==> config.mk <==
export PLATFORM = sky130hd
export DESIGN_NAME = bfu_ram
export DESIGN_NICKNAME = d
export VERILOG_FILES = /design/src/rtl/core/bfu_ram.sv
export SDC_FILE = /design/constraint.sdc
export NUM_CORES = 1
export LEC_CHECK = 0
export BUFFER_PORTS_ARGS = -buffer_cell sky130_fd_sc_hd__buf_2
export CAP_MARGIN = 20
export CORE_MARGIN = 1.5
export CORE_UTILIZATION = 35
export DETAILED_ROUTE_END_ITERATION = 16
export PLACE_DENSITY = 0.55
export SLEW_MARGIN = 20
export SYNTH_ARGS = -nofsm -noshare
export SYNTH_HDL_FRONTEND = slang
export SYNTH_SLANG_ARGS = --single-unit
==> constraint.sdc <==
create_clock -name clk -period 10.4 [get_ports clk]
set_clock_uncertainty 0.2 [all_clocks]
set_input_delay 2.08 -clock clk [delete_from_list [all_inputs] [get_ports clk]]
set_output_delay 2.08 -clock clk [all_outputs]
set_load 0.01 [all_outputs]
==> src/rtl/core/bfu_ram.sv <==
// generic single write port ram with one registered read port
// no dependencies
`timescale 1ns / 1ps
module bfu_ram #(
  parameter int WIDTH = 32,
  parameter int DEPTH = 32
) (
  input  logic                     clk,
  input  logic                     we,
  input  logic [$clog2(DEPTH)-1:0] waddr,
  input  logic [WIDTH-1:0]         wdata,
  input  logic [$clog2(DEPTH)-1:0] raddr,
  output logic [WIDTH-1:0]         rdata
);
  logic [WIDTH-1:0] mem [DEPTH];

  always_ff @(posedge clk) begin
    if (we) mem[waddr] <= wdata;
    rdata <= mem[raddr];
  end
endmodule

# Word-level counts from Yosys, hierarchy flattened
# Memory sizes are Yosys's and may differ from the RTL's. A register that Yosys moved wholly into a read port is not among the register bits.
# Cells that the tools add are included.
dict set report word_totals {
  ff_bits 0
  ram_bits 1024
  word_cells 3
  memories 1
}
# memory depth word_bits rd rd_clocked_by_memory_dff wr line_no
set mem_list {}
lappend mem_list {mem 32 32 1 1 1 15} ;# logic [WIDTH-1:0] mem [DEPTH];
dict set report op_classes {
  muxes 2
}
# operator count
set op_table {}
lappend op_table {{1-bit 2-to-1 mux} 2}

# Longest topological paths before layout
# Gate-level depths: netlist (run 1).
dict set report depth {
  depth_word 2
  ltp_mapped 8
  ltp_nobuf 5
}

# Worst setup path before layout (run 1)
# Ideal clock, no wire load.
dict set report synth_path {
  kind {input port to flip-flop}
  start {input waddr[1]}
  end {memory mem[12][0], enable pin}
  setup_time_ns 0.421
  arrival_time_ns 4.093
  slack_ns 5.686
  stages 3
  path_cell_list {or3b_2 > clkbuf_1 > nor2_1}
}
# element line_no
set synth_lines {}
lappend synth_lines {{from (decl)} 10} ;# input logic [$clog2(DEPTH)-1:0] waddr,
lappend synth_lines {{to (decl)} 15}
# No word-level cell before the write port.

==> results by group, run 1 <==
Floorplan
  • Die ar.: 117700 um2
  • # rows: 124
  • Area of the core: 114500 um2
  • Die height: 343.1 um
  • I/O Pins: 76
  • Chip Width: 343.1 um
  • Initial Util: 35.36%

CTS
  • CTS tree: built
  • TritonCTS buffer count: 107
  • Clk slew on worst S/H paths: 0.06 ns
  • Post-CTS Hold Buffers: 0
  • Longest Clk Path Bufs: 3
  • Cts repair resizes: 0
  • Clk_lat worst skew: 0.67 ns
  • CTS root buffer: clkbuf_16
  • # Post-CTS Setup Buffers: 0
  • Clock Sinks: 1056
  • H-tree depth: 3

Global route
  • Overall routing resource usage: 17.92%
  • Largest net degree at the start of global routing: 113
  • Vias in the first global route: 21240
  • Gr ovfl total: 0
  • Global-route wire length before repair: 151.7 mm
  • Initial antenna violation count: 11

Job
  • Max-capacitance violation count: 0

STA
  • Period minus WS final: 4.328 ns
  • Setup TNS: 0 ns
  • Period utilisation layout: 41.61%
  • RSZ-0062 raised after global routing: false
  • Slew @ Worst Pin: 0.9573 ns
  • Slew HR: 36.05%
  • Final Hold Viols: 0
  • # setup viols final: 0
  • Hold slack: 0.3908 ns
  • Max-slew violations: 0
  • F_max: 231.1 MHz
  • Worst setup margin: 6.072 ns

Placed design
  • Pre-CTS setup slack: 5.110 ns
  • IO Port Bufs: 75
  • DP Wirelength: 53.51 mm
  • Cells after DPL: 3768
  • Placer Congestion: 0.7450

Power
  • Leak: 0.01585 uW
  • Max rail drop VDD: 0.1184 mV
  • P per Cell Area: 194.2 nW/um2

Synthesis
  • Synthesized netlist cell count: 2260
  • Register area share after synthesis: 77.54%
  • Syn nets: 2304
  • Main synth FF type: edfxtp_1
  • Share of flip-flops with an asynchronous set or reset: 0%
  • Avg Cell Area, Syn: 17.91 um2
  • EDFF count, synth: 1024
  • Synth warn: 0
  • Library cells used by synthesis: 25
  • Register bit total from synthesis: 1056
  • Synth Cell Area: 40490 um2

Layout
  • Filler cells: 10232
  • Post-Layout Cell Count: 3968
  • Commonest non-fill, non-tap cells in the layout: edfxtp_1, mux2i_1, clkbuf_16
  • Layout cell share with drive strength beyond 1: 13.12%
  • Post-layout util: 40.32%
  • Most common cell after layout, fill and taps aside: edfxtp_1
  • Nets: 2410
  • FF/Latch Area: 31390 um2
  • Multi-input gate area: 8615 um2
  • Area Overhead vs Synth: 14.04%

Worst hold path
  • Hold path cells: 4
  • HP Class: flop to flop
  • Min-delay src: mem[16][0]

Run status
  • Failing checks: design-rule violations
  • Status: finished, violations left

Setup path
  • Worst Path Arrival: 4.67 ns
  • Critical path type: input port to flop
  • CP endpoint kind: flop
  • Buffers & Inverters on Critical Path: 3
  • Cell count of the worst reg-to-reg path: 5
  • R2R Path Start: mem[1][14]
  • CP required: 10.74 ns
  • Crit-path leading delay family: buffers and inverters
  • Critical path startpoint category: input port
  • Worst Setup SP: raddr[1]
  • Max incr delay on CP: 0.84 ns
  • Crit-path slowest cell: buf_4
  • CP Cell Sequence: buf_2 > nor2_4 > buf_6 > buf_4 > a22o_1 > nor3_1 > a31oi_1 > nand3_1
  • Crit path depth: 8
  • R2r setup slk: 8.85 ns
  • Crit path max fanout: 69

Drt
  • Mean routed wirelength per cell: 26.77 um
  • DR iter-0 viols: 1808
  • DR pass1 iterations: 14
  • DR DRC count: 1
  • Via Count: 20893
  • Post-Route WL: 106.2 mm
  • Vias/cell: 5.265
  • Remaining antenna violation count: 0
## final cells by class
cell class,count,area share (%)
clock inverters,56,1.157
flip-flops and latches,1056,67.99
well taps,1512,4.098
multi-input cells,1077,18.66
repair buffers,124,1.764
diodes,2,0.01084
clock buffers,141,6.320
## metal layers
metal / track usage (%) / vias up / part of all wire (%)
met5: 0 / - / 0.051
met4: 5.736 / 8 / 2.7
met3: 2.831 / 154 / 5.6
met2: 28.96 / 655 / 48
met1: 24.77 / 10885 / 44
li1: - / 9191 / -
## final timing paths
path | end
worst min-delay path | rdata[0]
worst min register to register | rdata[0]
worst max-delay path | rdata[29]
worst max register to register | rdata[14]
## stage by stage
| step | power [uW] | instance area [um2] |
|---|---|---|
| floorplan | 5089 | 40490 |
| global placement | 5281 | 42670 |
| detailed placement | 5291 | 42680 |
| CTS | 9038 | 46130 |
| global route | 9218 | 46170 |
| finish | 8965 | 46170 |
## flip-flops by register name, indices dropped and copies added, names as in the netlist
| name | flops |
|---|---|
| rdata | 32 |
| mem | 1024 |
## report_power, final
group / internal [uW] / switching [uW]
logic: 138 / 297
clock network: 2190 / 1580
registers: 4730 / 27.6
total: 7060 / 1900
## worst reg2reg max path, stage by stage (launching register included)
cell      delay, ns
edfxtp_1       0.35
mux2i_1        0.15
a22o_1         0.19
nor3_1         0.06
a31oi_1        0.22
nand3_1        0.20
## kinds of logic after synthesis
| kind of cell | synth area share [%] |
|---|---|
| mux | 12.66 |
| flops | 77.53 |
| buf+inv | 1.860 |
| simple gates | 3.100 |
| compound gates | 4.846 |
## cell usage after synthesis, drive strengths merged (2+ instances only)
library cell / n / area, um2
edfxtp: 1024 / 30750
mux2i: 512 / 5125
nand2: 98 / 367.9
nand3: 98 / 490.5
a21oi: 96 / 480.5
a22oi: 96 / 720.7
buf: 79 / 565.5
a22o: 64 / 560.5
clkbuf: 48 / 187.7
nor2: 34 / 127.6
a31oi: 32 / 200.2
dfxtp: 32 / 640.6
nor3: 32 / 160.2
nand3b: 5 / 37.54
or3b: 3 / 26.28
nand2b: 2 / 12.51
No activity file was read; power rests on OpenSTA's default activity.
==> run 2, diff against run 1 <==
- ABC_AREA: unset -> 1
- PLACE_DENSITY: 0.55 -> 0.56
- clock period: 10.4 -> 3.7 ns (I/O delays scaled with it)
==> results by group, run 2 <==
Run status
  • Status: finished, final reports clean

STA
  • Max-slew violations: 0
  • Period utilisation layout: 65.32%
  • RSZ-0062 raised after global routing: false
  • Slew HR: 38.28%
  • Slew @ Worst Pin: 0.9258 ns
  • Final Hold Viols: 0
  • # setup viols final: 0
  • Setup TNS: 0 ns
  • Hold slack: 0.3719 ns
  • F_max: 413.8 MHz
  • Period minus WS final: 2.417 ns

Setup path
  • Crit-path slowest cell: dfxtp_1
  • Max incr delay on CP: 0.59 ns
  • CP Cell Sequence: buf_2
  • Crit-path leading delay family: flip-flops
  • Critical path startpoint category: flop
  • Critical path type: flop to output port
  • Worst Path Arrival: 1.48 ns
  • CP endpoint kind: output port
  • Buffers & Inverters on Critical Path: 1
  • Crit path max fanout: 2
  • CP required: 2.76 ns

Floorplan
  • Chip Width: 351.1 um
  • Initial Util: 35.35%
  • # rows: 127
  • Die height: 351.1 um
  • Die ar.: 123300 um2
  • Area of the core: 120000 um2
  • I/O Pins: 76

Power
  • Internal power: 19800 uW
  • Leak: 0.01745 uW
  • Sw Share: 22.28%
  • P per Cell Area: 528.6 nW/um2
  • Clock share of power: 41.6%
  • P_sw: 5676 uW
  • Max rail drop VDD: 0.3834 mV
  • Sequential power share: 52.4%
  • Comb power frac: 6.0%

Synthesis
  • Synth Cell Area: 42410 um2
  • Register bit total from synthesis: 1056
  • Share of flip-flops with an asynchronous set or reset: 0%
  • EDFF count, synth: 1024
  • Syn nets: 3580
  • Ranking of synthesized cells by area: edfxtp_1, nand2_1, nand3_1
  • Largest area contributor in the synthesized netlist: edfxtp_1
  • Synthesized netlist cell count: 3536
  • Yosys top cell area share: 72.51%
  • Main synth FF type: edfxtp_1
  • Commonest cells post-synth: nand2_1, edfxtp_1, nand3_1, buf_2, buf_6
  • Library cells used by synthesis: 14
  • Most common cell in the synthesized netlist: nand2_1
  • Synth warn: 0
  • Avg Cell Area, Syn: 11.99 um2
  • Register area share after synthesis: 74.02%

CTS
  • Clk slew on worst S/H paths: 0.06 ns
  • Longest Clk Path Bufs: 3
  • Clock Sinks: 1056
  • Post-CTS Hold Buffers: 0
  • Clk_lat worst skew: 0.68 ns
  • H-tree depth: 3
  • CTS root buffer: clkbuf_16
  • # Post-CTS Setup Buffers: 0
  • TritonCTS buffer count: 107
  • CTS tree: built
  • Cts repair resizes: 0

Placed design
  • Placed inst area: 44760 um2
  • DP Wirelength: 60.08 mm
  • Placer Congestion: 0.7580
  • IO Port Bufs: 75
  • Cells after DPL: 5110

Global route
  • Met2 GRT Util: 31.78%
  • Initial antenna violation count: 12
  • Largest net degree at the start of global routing: 129
  • Global-route track usage on met1: 25.37%
  • Gr ovfl total: 0
  • GRT Max-Usage Layer: met2
  • Global-route wire length before repair: 172.8 mm
  • Vias in the first global route: 25884
  • Overall routing resource usage: 19.01%
  • Grt met3 use: 2.935%

Layout
  • Most common cell after layout, fill and taps aside: nand2_1
  • Post-Layout Cell Count: 5315
  • Commonest non-fill, non-tap cells in the layout: nand2_1, edfxtp_1, nand3_1
  • Biggest register: mem
  • Max FFs per register: 1024
  • Layout cell share with drive strength beyond 1: 9.808%
  • Fin area: 48200 um2
  • Area Overhead vs Synth: 13.67%
  • Regs by FF count: mem x1024, rdata x32
  • Nets: 3651

Drt
  • Mean routed wirelength per cell: 22.06 um
  • Via Count: 26785
  • DR pass1 iterations: 5
  • Remaining antenna violation count: 0
  • DR DRC count: 0
  • DR iter-0 viols: 2401
  • Post-Route WL: 117.2 mm
  • Vias/cell: 5.040

Job
  • Max-capacitance violation count: 0

Worst hold path
  • HP Class: input port to flop
-- run 2: changes by cell type after synthesis, sizes merged, moves of 5 or more --
cell / change
a22oi: -96
nor3: -32
a31oi: -32
clkbuf: -24
nand3: +682
inv: +10
mux2i: -512
buf: +115
nand3b: -5
a22o: -64
a21oi: -96
nand2: +1342
-- run 2: worst paths after layout --
path / slack [ns] / endpoint / depth (start not counted) / from
worst max-delay path: 1.28 / rdata[24] / 1 / rdata[24]
worst max register to register: 2.24 / rdata[19] / 8 / mem[31][19]
worst min register to register: 0.54 / rdata[16] / 8 / mem[2][16]
worst min-delay path: 0.37 / mem[30][16] / 1 / wdata[16]
-- run 2: area by class of cell --
| type | count | area [um2] |
|---|---|---|
| fill | 11191 | 71770 |
| sequential | 1056 | 31390 |
| multi-input combinational | 2252 | 9669 |
| clock buffer | 149 | 2979 |
| tap | 1612 | 2017 |
| timing repair buffer | 180 | 1618 |
| clock inverter | 54 | 457.9 |
| inverter | 10 | 67.56 |
| antenna | 2 | 5.005 |
-- run 2: cell families (layout without fill, tap and decap cells) --
kind of cell | after synthesis | in the layout | synth area share [%]
buf+inv | 228 | 393 | 3.741
simple gates | 2252 | 2252 | 22.24
flops | 1056 | 1056 | 74.02
other cells | 0 | 2 | 0
-- run 2: power groups by stage --
stage / Clock (uW) / Combinational (uW) / Sequential [uW]
floorplan: 0 / 915 / 13600
global placement: 0 / 1530 / 13600
detailed placement: 0 / 1540 / 13600
CTS: 10800 / 1540 / 13400
global route: 11200 / 1700 / 13400
finish: 10600 / 1530 / 13400
-- run 2: per-stage QoR --
step / utilization, % / setup WS, ns / total power [uW]
2_1_floorplan: - / 0.6835 / 14520
3_3_place_gp: 37.31 / 0.8112 / 15140
3_5_place_dp: 37.31 / 0.7900 / 15150
4_1_cts: 40.18 / 1.265 / 25660
5_1_grt: 40.18 / 1.272 / 26280
6_report: 40.18 / 1.283 / 25480
-- run 2: routing by layer --
metal	vias up	routed length, um
met5	-	82
met4	12	3395
met3	204	7245
met2	862	56290
met1	13218	50220
li1	12489	-
