[src/rtl/core/bfu_pkg.sv]
// shared types and constants for the boids flock update block
// no dependencies
`timescale 1ns / 1ps
package bfu_pkg;

  typedef enum logic [3:0] {
    ST_IDLE,
    ST_RD_SELF,
    ST_LAT_SELF,
    ST_RD_OTHER,
    ST_ACC_OTHER,
    ST_TERM,
    ST_TERM_WAIT,
    ST_WRITE,
    ST_EMIT
  } state_t;

  localparam logic [2:0] REG_COUNT  = 3'd0;
  localparam logic [2:0] REG_SEP    = 3'd1;
  localparam logic [2:0] REG_ALIGN  = 3'd2;
  localparam logic [2:0] REG_COH    = 3'd3;
  localparam logic [2:0] REG_RADIUS = 3'd4;
  localparam logic [2:0] REG_RECIP  = 3'd5;

  localparam logic ACT_LOAD = 1'b0;
  localparam logic ACT_TICK = 1'b1;

  localparam logic signed [63:0] S32_MAX = 64'sd2147483647;
  localparam logic signed [63:0] S32_MIN = -64'sd2147483648;

  function automatic logic signed [31:0] sat32(input logic signed [63:0] v);
    if (v > S32_MAX) return 32'sh7fffffff;
    else if (v < S32_MIN) return 32'sh80000000;
    else return v[31:0];
  endfunction

endpackage

[src/rtl/core/bfu_mul.sv]
// shared scaled multiply unit: floor(val * gain >> sh) saturated to 32 bits
// magnitude times gain done as a 32x32 and a 16x32 partial product over cycles; uses bfu_pkg
`timescale 1ns / 1ps
module bfu_mul (
  input  logic                clk,
  input  logic                rst,
  input  logic                start,
  input  logic signed [47:0]  val,
  input  logic [31:0]         gain,
  input  logic [4:0]          sh,
  output logic                done,
  output logic signed [31:0]  res,
  output logic [31:0]         raw
);
  import bfu_pkg::*;

  logic        neg;
  logic [47:0] mag;
  logic [31:0] gn;
  logic [4:0]  shr;
  logic [63:0] plo;
  logic [63:0] phi;
  logic [2:0]  stage;
  logic [80:0] prod;
  logic [80:0] q;
  logic        fracnz;
  logic [80:0] lowmask;

  always_ff @(posedge clk) begin
    if (rst) begin
      stage <= 3'd0;
      done  <= 1'b0;
    end else begin
      done <= 1'b0;
      case (stage)
        3'd0: if (start) begin
          neg   <= val < 0;
          mag   <= val < 0 ? 48'(-val) : 48'(val);
          gn    <= gain;
          shr   <= sh;
          stage <= 3'd1;
        end
        3'd1: begin
          plo   <= 64'(mag[31:0]) * 64'(gn);
          stage <= 3'd2;
        end
        3'd2: begin
          phi   <= 64'(mag[47:32]) * 64'(gn);
          stage <= 3'd3;
        end
        3'd3: begin
          prod  <= 81'(plo) + {phi[48:0], 32'd0};
          stage <= 3'd4;
        end
        3'd4: begin
          if (neg) begin
            if ((q + 81'(fracnz)) > 81'h80000000) res <= 32'sh80000000;
            else res <= 32'(-(q + 81'(fracnz)));
          end else begin
            if (q > 81'h7fffffff) res <= 32'sh7fffffff;
            else res <= q[31:0];
          end
          // unsaturated low word of the shifted product
          raw   <= q[31:0];
          done  <= 1'b1;
          stage <= 3'd0;
        end
        default: stage <= 3'd0;
      endcase
    end
  end

  always_comb begin
    lowmask = (81'd1 << shr) - 81'd1;
    q       = prod >> shr;
    fracnz  = |(prod & lowmask);
  end
endmodule

[config.mk]
export PLATFORM = sky130hd
export DESIGN_NAME = bfu_mul
export DESIGN_NICKNAME = d
export VERILOG_FILES = /design/src/rtl/core/bfu_pkg.sv /design/src/rtl/core/bfu_mul.sv
export SDC_FILE = /design/constraint.sdc
export NUM_CORES = 2
export LEC_CHECK = 0
export ABC_AREA = 0
export BUFFER_PORTS_ARGS = -buffer_cell sky130_fd_sc_hd__buf_2
export CORE_MARGIN = 10
export CORE_UTILIZATION = 45
export DETAILED_ROUTE_END_ITERATION = 16
export PLACE_DENSITY = 0.63
export REMOVE_ABC_BUFFERS = 1
export SLEW_MARGIN = 20
export SYNTH_ARGS = -nofsm -noshare
export SYNTH_HDL_FRONTEND = slang
export SYNTH_SLANG_ARGS = --single-unit
[constraint.sdc]
create_clock -name clk -period 15.7 [get_ports clk]
set_input_delay 1.57 -clock clk [delete_from_list [all_inputs] [get_ports clk]]
set_output_delay 1.57 -clock clk [all_outputs]
set_load 0.02 [all_outputs]
; Yosys cells after proc, flatten, opt, wreduce, memory -nomap -nowiden
; Index checks and enable logic that the tools add are counted.
[op_classes]
add_sub_neg = 5
n_mul = 2
magnitude_cmp = 3
n_eq_ne = 5
shifts = 2
muxes = 7
bitwise_logic = 2
n_reduce_logical = 7
[op_table]
columns = operator, count
row1 = 32-bit two-way mux, 3
row2 = 64-bit by 80-bit adder with 81-bit output, 1
row3 = 81-bit by 1-bit adder with 81-bit output, 1
row4 = 81-bit AND, 1
row5 = "81-bit by 31-bit greater-than comparator with 1-bit output, second input constant", 1
row6 = "81-bit by 32-bit greater-than comparator with 1-bit output, second input constant", 1
row7 = 81-bit OR reduction, 1
row8 = "1-bit by 5-bit left shift with 81-bit output, first input constant", 1
row9 = 81-bit by 5-bit >> shifter with 81-bit output, 1
row10 = "81-bit by 1-bit subtractor with 81-bit output, second input constant", 1
row11 = 32-bit by 32-bit multiplier with 64-bit output, 1
row12 = "48-bit by 1-bit less-than comparator with 1-bit output, second input constant", 1
row13 = 16-bit by 32-bit multiplier with 48-bit output, 1
row14 = 48-bit two-way mux, 1
row15 = 48-bit negation, 1
row16 = 32-bit negation, 1
row17 = 3-bit one-hot mux with 4 select lines, 1
row18 = 2-bit AND reduction, 4
row19 = "3-bit by 2-bit == test with 1-bit output, second input constant", 2
row20 = "3-bit by 1-bit == test with 1-bit output, second input constant", 1
row21 = "3-bit == test, second input constant", 1
row22 = 3-bit zero test, 1
row23 = 3-bit two-way mux, 1
row24 = 3-bit AND reduction, 1
row25 = other kinds (3), 3
[word_totals]
regBits = 347
inputBits = 88
out_inout_bits = 65
word_cells = 44

; Logic depth before layout (Yosys ltp)
[depth]
ltp_word = 8
mapped_depth = 40
mapped_depth_nobuf = 31

; Worst setup path after synthesis
; Ideal clock, no wire load.
[synth_timing]
path_type = input port to flip-flop
startpoint = input rst
endpoint = register raw[0] (enable)
setup_time_ns = 0.670
arrival_time_ns = 8.281
required_ns = 15.030
path_slack_ns = 6.749
path_stages = 1
n_path_buf = 0
cell_sequence = nor4b_1
[synth_via]
elab_chain_len = 2
[synth_rtl]
columns = item, line_no
row1 = "start, declared", bfu_mul.sv:6  ; input logic rst,
row2 = 1-bit NOT (no line), n/a
row3 = 2-bit AND reduction (no line), n/a
row4 = "end signal, assigned", bfu_mul.sv:64  ; raw <= q[31:0];
row5 = "end, declared", bfu_mul.sv:13  ; output logic [31:0] raw
; Every way passes these cells.
; A chain may end at the register's enable or synchronous reset.

; Worst setup path in the final report
[layout_timing]
startpoint = register gn[5]
endpoint = register plo[60] (data pin)
[layout_via]
elab_chain_len = 1
[layout_rtl]
columns = item, line_no
row1 = "start, declared", bfu_mul.sv:19  ; logic [31:0] gn;
row2 = "start signal, assigned", bfu_mul.sv:39  ; gn <= gain;
row3 = 32-bit by 32-bit multiplier with 64-bit output, bfu_mul.sv:44  ; plo <= 64'(mag[31:0]) * 64'(gn);
row4 = "end signal, assigned", bfu_mul.sv:44
row5 = "end, declared", bfu_mul.sv:21  ; logic [63:0] plo;
; Every way passes these cells.

==> metrics <==
number of flops mapped to enable cells by yosys=between 300 and 400; number of fill cells in the layout=approximately 16000; layout-stage area growth over the synthesis result=5.354%; horizontal extent of the die=between 400 and 500 µm; fraction of post-synthesis cell area in the top cell type by area=~36%; Ant. Diodes=0; busiest metal layer after global routing=met2; DRC violations left=0; antenna-violating nets left=0; RSZ-0062 raised after global routing=false; vias after detailed routing=~57000; Final Wtd Congestion=around 0.93; TritonCTS Buffers=45; largest cells by area after synthesis=sky130_fd_sc_hd__fa_1, sky130_fd_sc_hd__edfxtp_1, sky130_fd_sc_hd__inv_1; met1 Use GR=31.83%; starting utilization of the core area=45.18%; footprint of the multi-input gates=0.05565 mm²; clock transition at the registers of the reported paths=approximately 0.060 ns; Crit Path Max Fanout=48; worst-margin pin slew=roughly 1.2 ns; die span in y=around 420 µm; Yosys warning count=0; number of cells traversed by the worst hold path=0; upper clock frequency limit=around 100 MHz; outcome=complete, no violations; #FFs+latches synth=around 350; category of the critical setup timing path=reg -> reg; cell count of the worst reg-to-reg path=29; number of rows in the core area=between 100 and 150; number of global-route vias before repair=60072; fraction of the yosys area taken by sequential cells=between 10% and 20%; master cell of the clock root buffer=sky130_fd_sc_hd__clkbuf_16; HPWL after detailed placement=~160 mm; Final Cycle Share=between 60% and 70%; startpoint of the most critical setup path=gn[5]; global-route met3 utilization=under 10%; buffers inserted during post-CTS setup optimization=0; Via density=5.669; dominant register cell in the synthesized netlist=sky130_fd_sc_hd__edfxtp_1; Final nets=9584; Seq. cell area=slightly above 0.01 mm²; first-pass GRT wire length=~340 mm; most common cell in the synthesized netlist=sky130_fd_sc_hd__inv_1; startpoint of the worst-slack reg-to-reg timing path=gn[5]; most frequent cell on the critical path=sky130_fd_sc_hd__fa_1; DR iter-0 viols=roughly 4400; antenna violations before repair=4; Final Critical Period=9.560 ns; total number of clock tree sinks=roughly 350; most used standard cells in the synthesized netlist=sky130_fd_sc_hd__inv_1, sky130_fd_sc_hd__nand2_1, sky130_fd_sc_hd__fa_1; launching element type of the critical path=flop; maximum number of pins on one net before global-route repair=180; Longest Clk Path Bufs=3; cell count after synthesis=slightly below 8000; max incr delay on CP=0.78 ns; cell type with the largest total area after synthesis=sky130_fd_sc_hd__fa_1; number of buffers inserted for hold repair after clock tree synthesis=0; Slew Limit Fails=0; hold path startpoint=plo[7]; total of max-cap violations=0; cell area after synthesis=0.07345 mm²; clock latency of the later-clocked register in the worst-skew pair=0.69 ns; Avg Cell Area, Syn=9.298 µm²; Max-Slew Margin vs Limit=around a fifth; number of hold-slack violations in the final timing report=0; cell with the largest stage delay on the worst path=sky130_fd_sc_hd__a2111oi_0; signal arrival time at the worst endpoint=between 9 and 10 ns; maximum level of the CTS H-tree=2; share of flip-flops with an asynchronous set or reset=0%; Tot GR Track Use=23.81%; TritonCTS clock tree=done; Gates resized, CTS repair=0; core outline area=~0.16 mm²; global routing met2 resource utilization=39.37%; GRT overflow=0; worst clock skew=between 0.04 and 0.05 ns; average wire per standard cell=around 21 µm; number of top-level pins=around 150; total negative slack=0 ns; required time reported for the critical path endpoint=about 16 ns; share of final-layout standard cells stronger than drive strength 1=approximately 7.4%; class of the tightest hold or removal check=reg -> reg; final setup violation count=0; sum of routed wire length over all layers=between 200 and 250 mm; number of distinct library cells after synthesis=94; total iterations of the first detailed-routing run=6; IO Port Bufs=~150; Worst Setup End Kind=flop; area of the die=0.1798 mm²
stage by stage:
| step | setup WS [ns] | hold slack [ns] | util, % | std cells | cell area, µm² |
|---|---|---|---|---|---|
| after floorplan | 3.945 | 0.4003 | - | 7444 | 71540 |
| after global placement | 6.376 | 0.4045 | 46.71 | 9887 | 75950 |
| after detailed placement | 6.257 | 0.4052 | 46.72 | 9887 | 75950 |
| after CTS | 6.209 | 0.4163 | 47.58 | 9966 | 77360 |
| after global routing | 5.736 | 0.4221 | 47.60 | 9967 | 77380 |
| final | 6.140 | 0.4167 | 47.60 | 9967 | 77380 |
kinds of logic (layout without fill, tap and decap cells):
logic type	count (synthesis)	after routing	share of synthesized area, %
and+or+nand+nor	2466	2466	15.65
buffers and inverters	1939	1831	10.17
adders and majority gates	1736	1736	43.01
AOI/OAI and AO/OA	852	852	7.851
DFF	347	347	14.13
muxes	312	312	6.226
xor gates and xnor gates	248	248	2.957
worst paths after layout:
kind	slack [ns]	endpoint
setup / recovery	6.14	plo[60]
hold / removal	0.42	prod[7]
setup reg to reg	6.14	plo[60]
hold reg to reg	0.42	prod[7]
metal layers:
metal,share of wire [%],vias up,wire length [µm]
met5,0.013,-,27
met4,3.7,4,7872
met3,7.7,498,16430
met2,47,2366,100800
met1,41,28910,88500
li1,-,24728,-
registers in the layout, indices dropped and copies added (netlist names):
signal  cells
phi        48
res        32
mag        48
prod       81
shr         5
stage       3
raw        32
done        1
plo        64
neg         1
gn         32
worst max-delay path, delay by kind of cell, from the launching register on:
family | cells | cell delay [ns]
AOI/OAI and AO/OA | 12 | 3.98
xor gates and xnor gates | 1 | 0.08
DFF | 1 | 0.32
buffers and inverters | 6 | 0.80
adders and majority gates | 9 | 3.88
and+or+nand+nor | 1 | 0.17
cells in the final DEF (no fill, tap or decap), types with 20 or more instances in the layout:
cell and count:
sky130_fd_sc_hd__inv_1 1480, sky130_fd_sc_hd__nand2_1 1353, sky130_fd_sc_hd__fa_1 1315, sky130_fd_sc_hd__and2_1 448, sky130_fd_sc_hd__ha_1 421, sky130_fd_sc_hd__edfxtp_1 343
sky130_fd_sc_hd__nor2_1 226, sky130_fd_sc_hd__a21oi_1 189, sky130_fd_sc_hd__xnor2_1 184, sky130_fd_sc_hd__buf_2 152, sky130_fd_sc_hd__o21ai_0 148, sky130_fd_sc_hd__mux2i_1 134
sky130_fd_sc_hd__buf_4 115, sky130_fd_sc_hd__mux4_2 109, sky130_fd_sc_hd__a21o_1 108, sky130_fd_sc_hd__nand3_1 74, sky130_fd_sc_hd__mux2_2 69, sky130_fd_sc_hd__nor3_1 68
sky130_fd_sc_hd__xor2_1 64, sky130_fd_sc_hd__clkbuf_16 45, sky130_fd_sc_hd__nand4_1 38, sky130_fd_sc_hd__nor4_1 34, sky130_fd_sc_hd__o211ai_1 32, sky130_fd_sc_hd__nor2b_1 29
sky130_fd_sc_hd__nand2b_1 29, sky130_fd_sc_hd__o21a_1 29, sky130_fd_sc_hd__o22ai_1 28, sky130_fd_sc_hd__or4_1 28, sky130_fd_sc_hd__o21bai_1 27, sky130_fd_sc_hd__o31ai_1 27
sky130_fd_sc_hd__a211oi_1 26, sky130_fd_sc_hd__or3_1 26, sky130_fd_sc_hd__a31oi_1 24, sky130_fd_sc_hd__and3_1 23, sky130_fd_sc_hd__or2_2 20
layout make-up:
type / count / area share (%)
clock buffers: 53 / 1.494
multi-input cells: 5614 / 71.91
flip-flops and latches: 347 / 13.41
well taps: 2175 / 3.517
repair buffers: 269 / 2.144
inverters: 1483 / 7.197
clock inverters: 26 / 0.3201
Power is not shown: default switching activity piles up to over one toggle a cycle in this logic, so the estimate is an artifact.
